File: config.mk
export PLATFORM = sky130hd
export DESIGN_NAME = lphash_ctrl
export DESIGN_NICKNAME = d
export VERILOG_FILES = /design/src/hdl/lphash_pkg.sv /design/src/hdl/lphash_ctrl.sv
export SDC_FILE = /design/constraint.sdc
export NUM_CORES = 1
export LEC_CHECK = 0
export BUFFER_PORTS_ARGS = -buffer_cell sky130_fd_sc_hd__buf_2
export CAP_MARGIN = 20
export CORE_MARGIN = 10
export CORE_UTILIZATION = 53
export DETAILED_ROUTE_END_ITERATION = 12
export MAX_ROUTING_LAYER = met4
export PLACE_DENSITY = 0.91
export SETUP_SLACK_MARGIN = 0.02
export SYNTH_ARGS = -nofsm -noshare
export SYNTH_HDL_FRONTEND = slang
export SYNTH_SLANG_ARGS = --single-unit
File: constraint.sdc
create_clock -name aclk -period 3.9 [get_ports aclk]
set_input_delay 0.195 -clock aclk [delete_from_list [all_inputs] [get_ports aclk]]
set_output_delay 0.195 -clock aclk [all_outputs]
set_load 0.01 [all_outputs]
File: src/hdl/lphash_pkg.sv
// shared types, constants and helpers of the linear probing hash table
`default_nettype none
package lphash_pkg;

    localparam int CAPACITY = 128;
    localparam int SLOT_W   = $clog2(CAPACITY);
    localparam int CNT_W    = $clog2(CAPACITY + 1);
    localparam int KEY_W    = 32;
    localparam int VAL_W    = 32;
    localparam int COLL_W   = 32;

    localparam logic [KEY_W-1:0] MIX_MUL   = 32'h045d_9f3b;
    localparam int               MIX_SHIFT = 16;

    typedef enum logic [1:0] {
        MODE_INSERT = 2'd0,
        MODE_FIND   = 2'd1,
        MODE_ERASE  = 2'd2,
        MODE_NONE   = 2'd3
    } mode_t;

    typedef enum logic [2:0] {
        ST_NEW       = 3'd0,
        ST_UPDATED   = 3'd1,
        ST_FOUND     = 3'd2,
        ST_NOT_FOUND = 3'd3,
        ST_ERASED    = 3'd4,
        ST_FULL      = 3'd5
    } status_t;

    // commands from the controller to the datapath
    typedef struct packed {
        logic    load;        // take a new request
        logic    hash0;       // first mix round
        logic    hash1;       // second mix round
        logic    hash2;       // final fold, start probing
        logic    cl_addr;     // ram read at cluster pointer
        logic    coll_inc;
        logic    put_new;     // write entry into a free slot
        logic    put_upd;     // overwrite value of matching key
        logic    adv;         // step probe pointer
        logic    erase_at_p;  // free slot under probe, start cluster walk
        logic    cl_load;     // lift cluster entry out for reinsertion
        logic    cl_adv;      // step cluster pointer
        logic    res_wr;
        status_t res_status;
        logic    res_slot;    // report probe slot, else 0
        logic    res_val;     // report stored value, else 0
        logic    out_load;
    } dp_cmd_t;

    // status from the datapath to the controller
    typedef struct packed {
        mode_t mode;
        logic  occ_p;
        logic  occ_cs;
        logic  key_eq;
        logic  first;
        logic  n_last;
        logic  cn_last;
    } dp_stat_t;

    function automatic logic [KEY_W-1:0] mix_fold(input logic [KEY_W-1:0] x);
        return (x >> MIX_SHIFT) ^ x;
    endfunction

endpackage
`default_nettype wire

File: src/hdl/lphash_ctrl.sv
// controller: sequences hashing, probing and cluster repair
`default_nettype none
module lphash_ctrl (
    input  wire logic                 aclk,
    input  wire logic                 aresetn,
    input  wire logic                 s_valid,
    output logic                      s_ready,
    output logic                      m_valid,
    input  wire logic                 m_ready,
    input  wire lphash_pkg::dp_stat_t stat,
    output lphash_pkg::dp_cmd_t       cmd
);
    import lphash_pkg::*;

    typedef enum logic [9:0] {
        S_IDLE   = 10'b00_0000_0001,
        S_H0     = 10'b00_0000_0010,
        S_H1     = 10'b00_0000_0100,
        S_H2     = 10'b00_0000_1000,
        S_RD     = 10'b00_0001_0000,
        S_CHK    = 10'b00_0010_0000,
        S_CL_CHK = 10'b00_0100_0000,
        S_CL_RD  = 10'b00_1000_0000,
        S_CL_LD  = 10'b01_0000_0000,
        S_DONE   = 10'b10_0000_0000
    } state_t;

    state_t state_reg, state_next;
    logic   rein_reg, rein_next;
    logic   m_valid_reg, m_valid_next;
    logic   is_put;

    assign s_ready = (state_reg == S_IDLE);
    assign m_valid = m_valid_reg;
    assign is_put  = rein_reg || (stat.mode == MODE_INSERT);

    always_comb begin
        state_next   = state_reg;
        rein_next    = rein_reg;
        m_valid_next = m_valid_reg && !m_ready;
        cmd          = '0;
        cmd.res_status = ST_NOT_FOUND;
        case (state_reg)
            S_IDLE: begin
                if (s_valid) begin
                    cmd.load   = 1'b1;
                    rein_next  = 1'b0;
                    state_next = S_H0;
                end
            end
            S_H0: begin
                cmd.hash0  = 1'b1;
                state_next = (stat.mode == MODE_NONE && !rein_reg) ? S_DONE : S_H1;
            end
            S_H1: begin
                cmd.hash1  = 1'b1;
                state_next = S_H2;
            end
            S_H2: begin
                cmd.hash2  = 1'b1;
                state_next = S_RD;
            end
            S_RD: begin
                state_next = S_CHK;
            end
            S_CHK: begin
                if (is_put) begin
                    cmd.coll_inc = stat.first && stat.occ_p && !stat.key_eq;
                    if (stat.occ_p && stat.key_eq) begin
                        cmd.put_upd    = 1'b1;
                        cmd.res_wr     = !rein_reg;
                        cmd.res_status = ST_UPDATED;
                        cmd.res_slot   = 1'b1;
                        cmd.cl_adv     = rein_reg;
                        state_next     = rein_reg ? S_CL_CHK : S_DONE;
                    end else if (!stat.occ_p) begin
                        cmd.put_new    = 1'b1;
                        cmd.res_wr     = !rein_reg;
                        cmd.res_status = ST_NEW;
                        cmd.res_slot   = 1'b1;
                        cmd.cl_adv     = rein_reg;
                        state_next     = rein_reg ? S_CL_CHK : S_DONE;
                    end else if (stat.n_last) begin
                        cmd.res_wr     = !rein_reg;
                        cmd.res_status = ST_FULL;
                        cmd.cl_adv     = rein_reg;
                        state_next     = rein_reg ? S_CL_CHK : S_DONE;
                    end else begin
                        cmd.adv    = 1'b1;
                        state_next = S_RD;
                    end
                end else begin
                    if (!stat.occ_p) begin
                        state_next = S_DONE;
                    end else if (stat.key_eq) begin
                        cmd.res_wr   = 1'b1;
                        cmd.res_slot = 1'b1;
                        if (stat.mode == MODE_FIND) begin
                            cmd.res_status = ST_FOUND;
                            cmd.res_val    = 1'b1;
                            state_next     = S_DONE;
                        end else begin
                            cmd.res_status = ST_ERASED;
                            cmd.erase_at_p = 1'b1;
                            state_next     = S_CL_CHK;
                        end
                    end else if (stat.n_last) begin
                        state_next = S_DONE;
                    end else begin
                        cmd.adv    = 1'b1;
                        state_next = S_RD;
                    end
                end
            end
            S_CL_CHK: begin
                state_next = (stat.cn_last || !stat.occ_cs) ? S_DONE : S_CL_RD;
            end
            S_CL_RD: begin
                cmd.cl_addr = 1'b1;
                state_next  = S_CL_LD;
            end
            S_CL_LD: begin
                cmd.cl_load = 1'b1;
                rein_next   = 1'b1;
                state_next  = S_H0;
            end
            S_DONE: begin
                if (!m_valid_reg || m_ready) begin
                    cmd.out_load = 1'b1;
                    m_valid_next = 1'b1;
                    state_next   = S_IDLE;
                end
            end
            default: begin
                state_next = S_IDLE;
            end
        endcase
    end

    always_ff @(posedge aclk) begin
        if (!aresetn) begin
            state_reg   <= S_IDLE;
            rein_reg    <= 1'b0;
            m_valid_reg <= 1'b0;
        end else begin
            state_reg   <= state_next;
            rein_reg    <= rein_next;
            m_valid_reg <= m_valid_next;
        end
    end
endmodule
`default_nettype wire

==> impl_metrics.json <==
{
  "status": "complete, no violations",
  "drtIter0Drc": 14,
  "dieWidth_um": 62.5,
  "fill_cells": 155,
  "crit_path_max_incr_delay_ns": 0.43,
  "cap_violations": 0,
  "clk_pin_slew_worst_paths_ns": 0.07,
  "fmax_mhz": 462,
  "detailed_place_hpwl_mm": 2.06,
  "cp_slowest_cell": "nor4_4",
  "antenna_found_initial": 0,
  "regToRegStartpoint": "state_reg[3]",
  "finClkSkew_ns": 0.00682,
  "r2r-end": "state_reg[9]",
  "place_congestion": 0.891,
  "grt_start_max_net_pins": 12,
  "finalHoldViolCount": 0,
  "num_antenna_cells": 0,
  "wl_per_cell_um": 15.1,
  "first_pass_iters": 4,
  "grt_overflow": 0,
  "synthMuxAreaShare_pct": 1.04,
  "tritoncts": "done",
  "synth_top_family_by_area": "simple AND/OR/NAND/NOR gates",
  "power_uw": 288,
  "cp-start-kind": "flop",
  "cts_max_path_buffers": 2,
  "num_rows": 15,
  "syn-num-nets": 130,
  "min_delay_path_depth": 2,
  "min_from": "stat[0]",
  "seq_area_frac_synth_pct": 25.1,
  "hold_end": "state_reg[7]",
  "crit_arrival_ns": 1.97,
  "peakVddDrop_mv": 0.156,
  "synthesis.area_um2": 958,
  "die_h_um": 62.5,
  "syn_to_final_growth_pct": 18.1,
  "largest_reg_flops": 10,
  "cts_max_level": 1,
  "io_buffers": 32,
  "powerDensity_nw_per_um2": 255,
  "yosys_register_bits": 12,
  "fin_crit_sh_pct": 55.5,
  "grtUsageTotal_pct": 13.5,
  "drive_gt1_share_pct": 29.5,
  "synthArstFlopShare_pct": 0,
  "io_pins": 33,
  "core_area_um2": 1730,
  "r2r_slack_ns": 2.31,
  "dieArea_um2": 3910,
  "finalMaxSlewViolations": 0,
  "crit_fanout": 11,
  "netlist_instances": 118,
  "worst-setup-path-type": "flop to output pin",
  "synth_edf_count": 0,
  "clkSinkCount": 12,
  "yosys.area_share.simple_pct": 50.8,
  "path_cells": "nor4_4 > nand3_1 > a211oi_1 > buf_2",
  "wirelength_mm": 2.59,
  "place_area_um2": 1100,
  "yosysUniqueCellTypes": 40,
  "grt_pass1_vias": 992,
  "cts_buffers": 3,
  "finalCoreUtilization_pct": 65.6,
  "cts_hold_buf": 0,
  "worst_pin_slew_ns": 0.453,
  "grt_first_pass_wirelength_mm": 4.35,
  "avgSynthCellArea_um2": 8.12,
  "final_area_um2": 1130,
  "nets": 159,
  "drc_errors": 0,
  "power_leakage_nw": 0.454,
  "synthFlopType": "dfxtp_1",
  "end_kind": "output pin",
  "routed_via_density": 5.89,
  "start_util_pct": 55.5,
  "hp-class": "input port to flop",
  "yosys_warnings": 0,
  "finalCriticalPeriod_ns": 2.16,
  "synth_xor_area_share_pct": 2.74,
  "ant_nets": 0,
  "pre_cts_slack_ns": 2.08,
  "cts-root-buf": "clkbuf_4",
  "vias": 1007,
  "rsz0062_at_grt": "no",
  "maxSlewHeadroom_pct": 69.7,
  "fin_ws_ns": 1.74,
  "synthAdderAreaFrac_pct": 0,
  "cp.required_ns": 3.70,
  "cts_resized": 0,
  "synth_compound_area_share_pct": 13.4,
  "setup-tns-final_ns": 0,
  "clk_latency_ns": 0.28,
  "setup-violations-final": 0,
  "r2r_cells": 4,
  "post-cts-setup-buffers": 0
}
## layout make-up
cell class | instances | area, um2 | area share (%)
Inverter | 3 | 12.5 | 1.10
Sequential cell | 12 | 240 | 21.2
Timing Repair Buffer | 32 | 160 | 14.1
Tap cell | 25 | 31.3 | 2.76
Multi-Input combinational cell | 95 | 652 | 57.6
Clock buffer | 4 | 36.3 | 3.20
## per-stage QoR
| stage | std cells | hold slack (ns) |
|---|---|---|
| after global placement | 167 | 0.381 |
| after detailed placement | 167 | 0.389 |
| after global routing | 171 | 0.0974 |
| final | 171 | 0.0976 |
| after CTS | 171 | 0.0965 |
| after floorplan | 118 | 0.266 |
## worst max-delay path by stage
stage / startpoint / to / depth (start not counted)
after detailed placement: state_reg[6] / cmd[3] / 4
after floorplan: state_reg[6] / cmd[1] / 4
after global placement: state_reg[6] / cmd[2] / 4
after global routing: state_reg[6] / cmd[11] / 4
final: state_reg[6] / cmd[2] / 4
after CTS: state_reg[6] / cmd[2] / 4
## where the power goes
part           switching [mW]  internal (mW)  leakage, nW  total (mW)
logic                  0.0321         0.0227        0.335      0.0548
clock network          0.0454         0.0569       0.0210       0.102
registers             0.00642          0.125       0.0971       0.131
## per-layer routing
| layer | global-route usage, % | vias up | part of all wire (%) |
|---|---|---|---|
| met5 | - | - | 0 |
| met4 | 10.1 | 0 | 3.4 |
| met3 | 2.15 | 6 | 4.2 |
| met2 | 21.0 | 42 | 47 |
| met1 | 15.3 | 466 | 45 |
| li1 | - | 493 | - |
## critical path: cells and delay by family, from the launching register on
family | cells | cell delay, ns
buffers and inverters | 1 | 0.17
DFF | 1 | 0.41
and+or+nand+nor | 2 | 0.80
AOI/OAI and AO/OA | 1 | 0.31
## synthesized netlist by cell type, drive strengths merged, types with 2 or more instances
cell	count	area, um2
nand2b	6	37.5
buf	8	53.8
dfxtp	12	240
nor3	8	40.0
nand3	4	20.0
a21oi	5	25.0
nand4	2	12.5
nand2	10	37.5
nor4	6	88.8
and4b	3	30.0
nor4b	5	50.0
a211oi	2	15.0
inv	2	7.51
nor2b	6	37.5
and3	2	12.5
nand4b	3	26.3
nor3b	3	22.5
nor2	13	48.8
xnor2	2	17.5
## cells in the final DEF (no fill, tap or decap), types with 4 or more instances in the layout
cell      synthesis  layout
nor3_1            8       8
nor2b_1           6       6
nor4b_1           4       4
nor2_1           13      13
buf_2             4      32
dfxtp_1          12      12
nand2b_1          6       6
a21oi_1           5       5
nand2_1          10      10
nand3_1           4       4
## logic make-up after synthesis
logic type,Yosys count
AOI/OAI and AO/OA,17
xor gates and xnor gates,3
buffers and inverters,11
DFF,12
muxes,1
and+or+nand+nor,74
No activity file was read; power rests on OpenSTA's default activity.
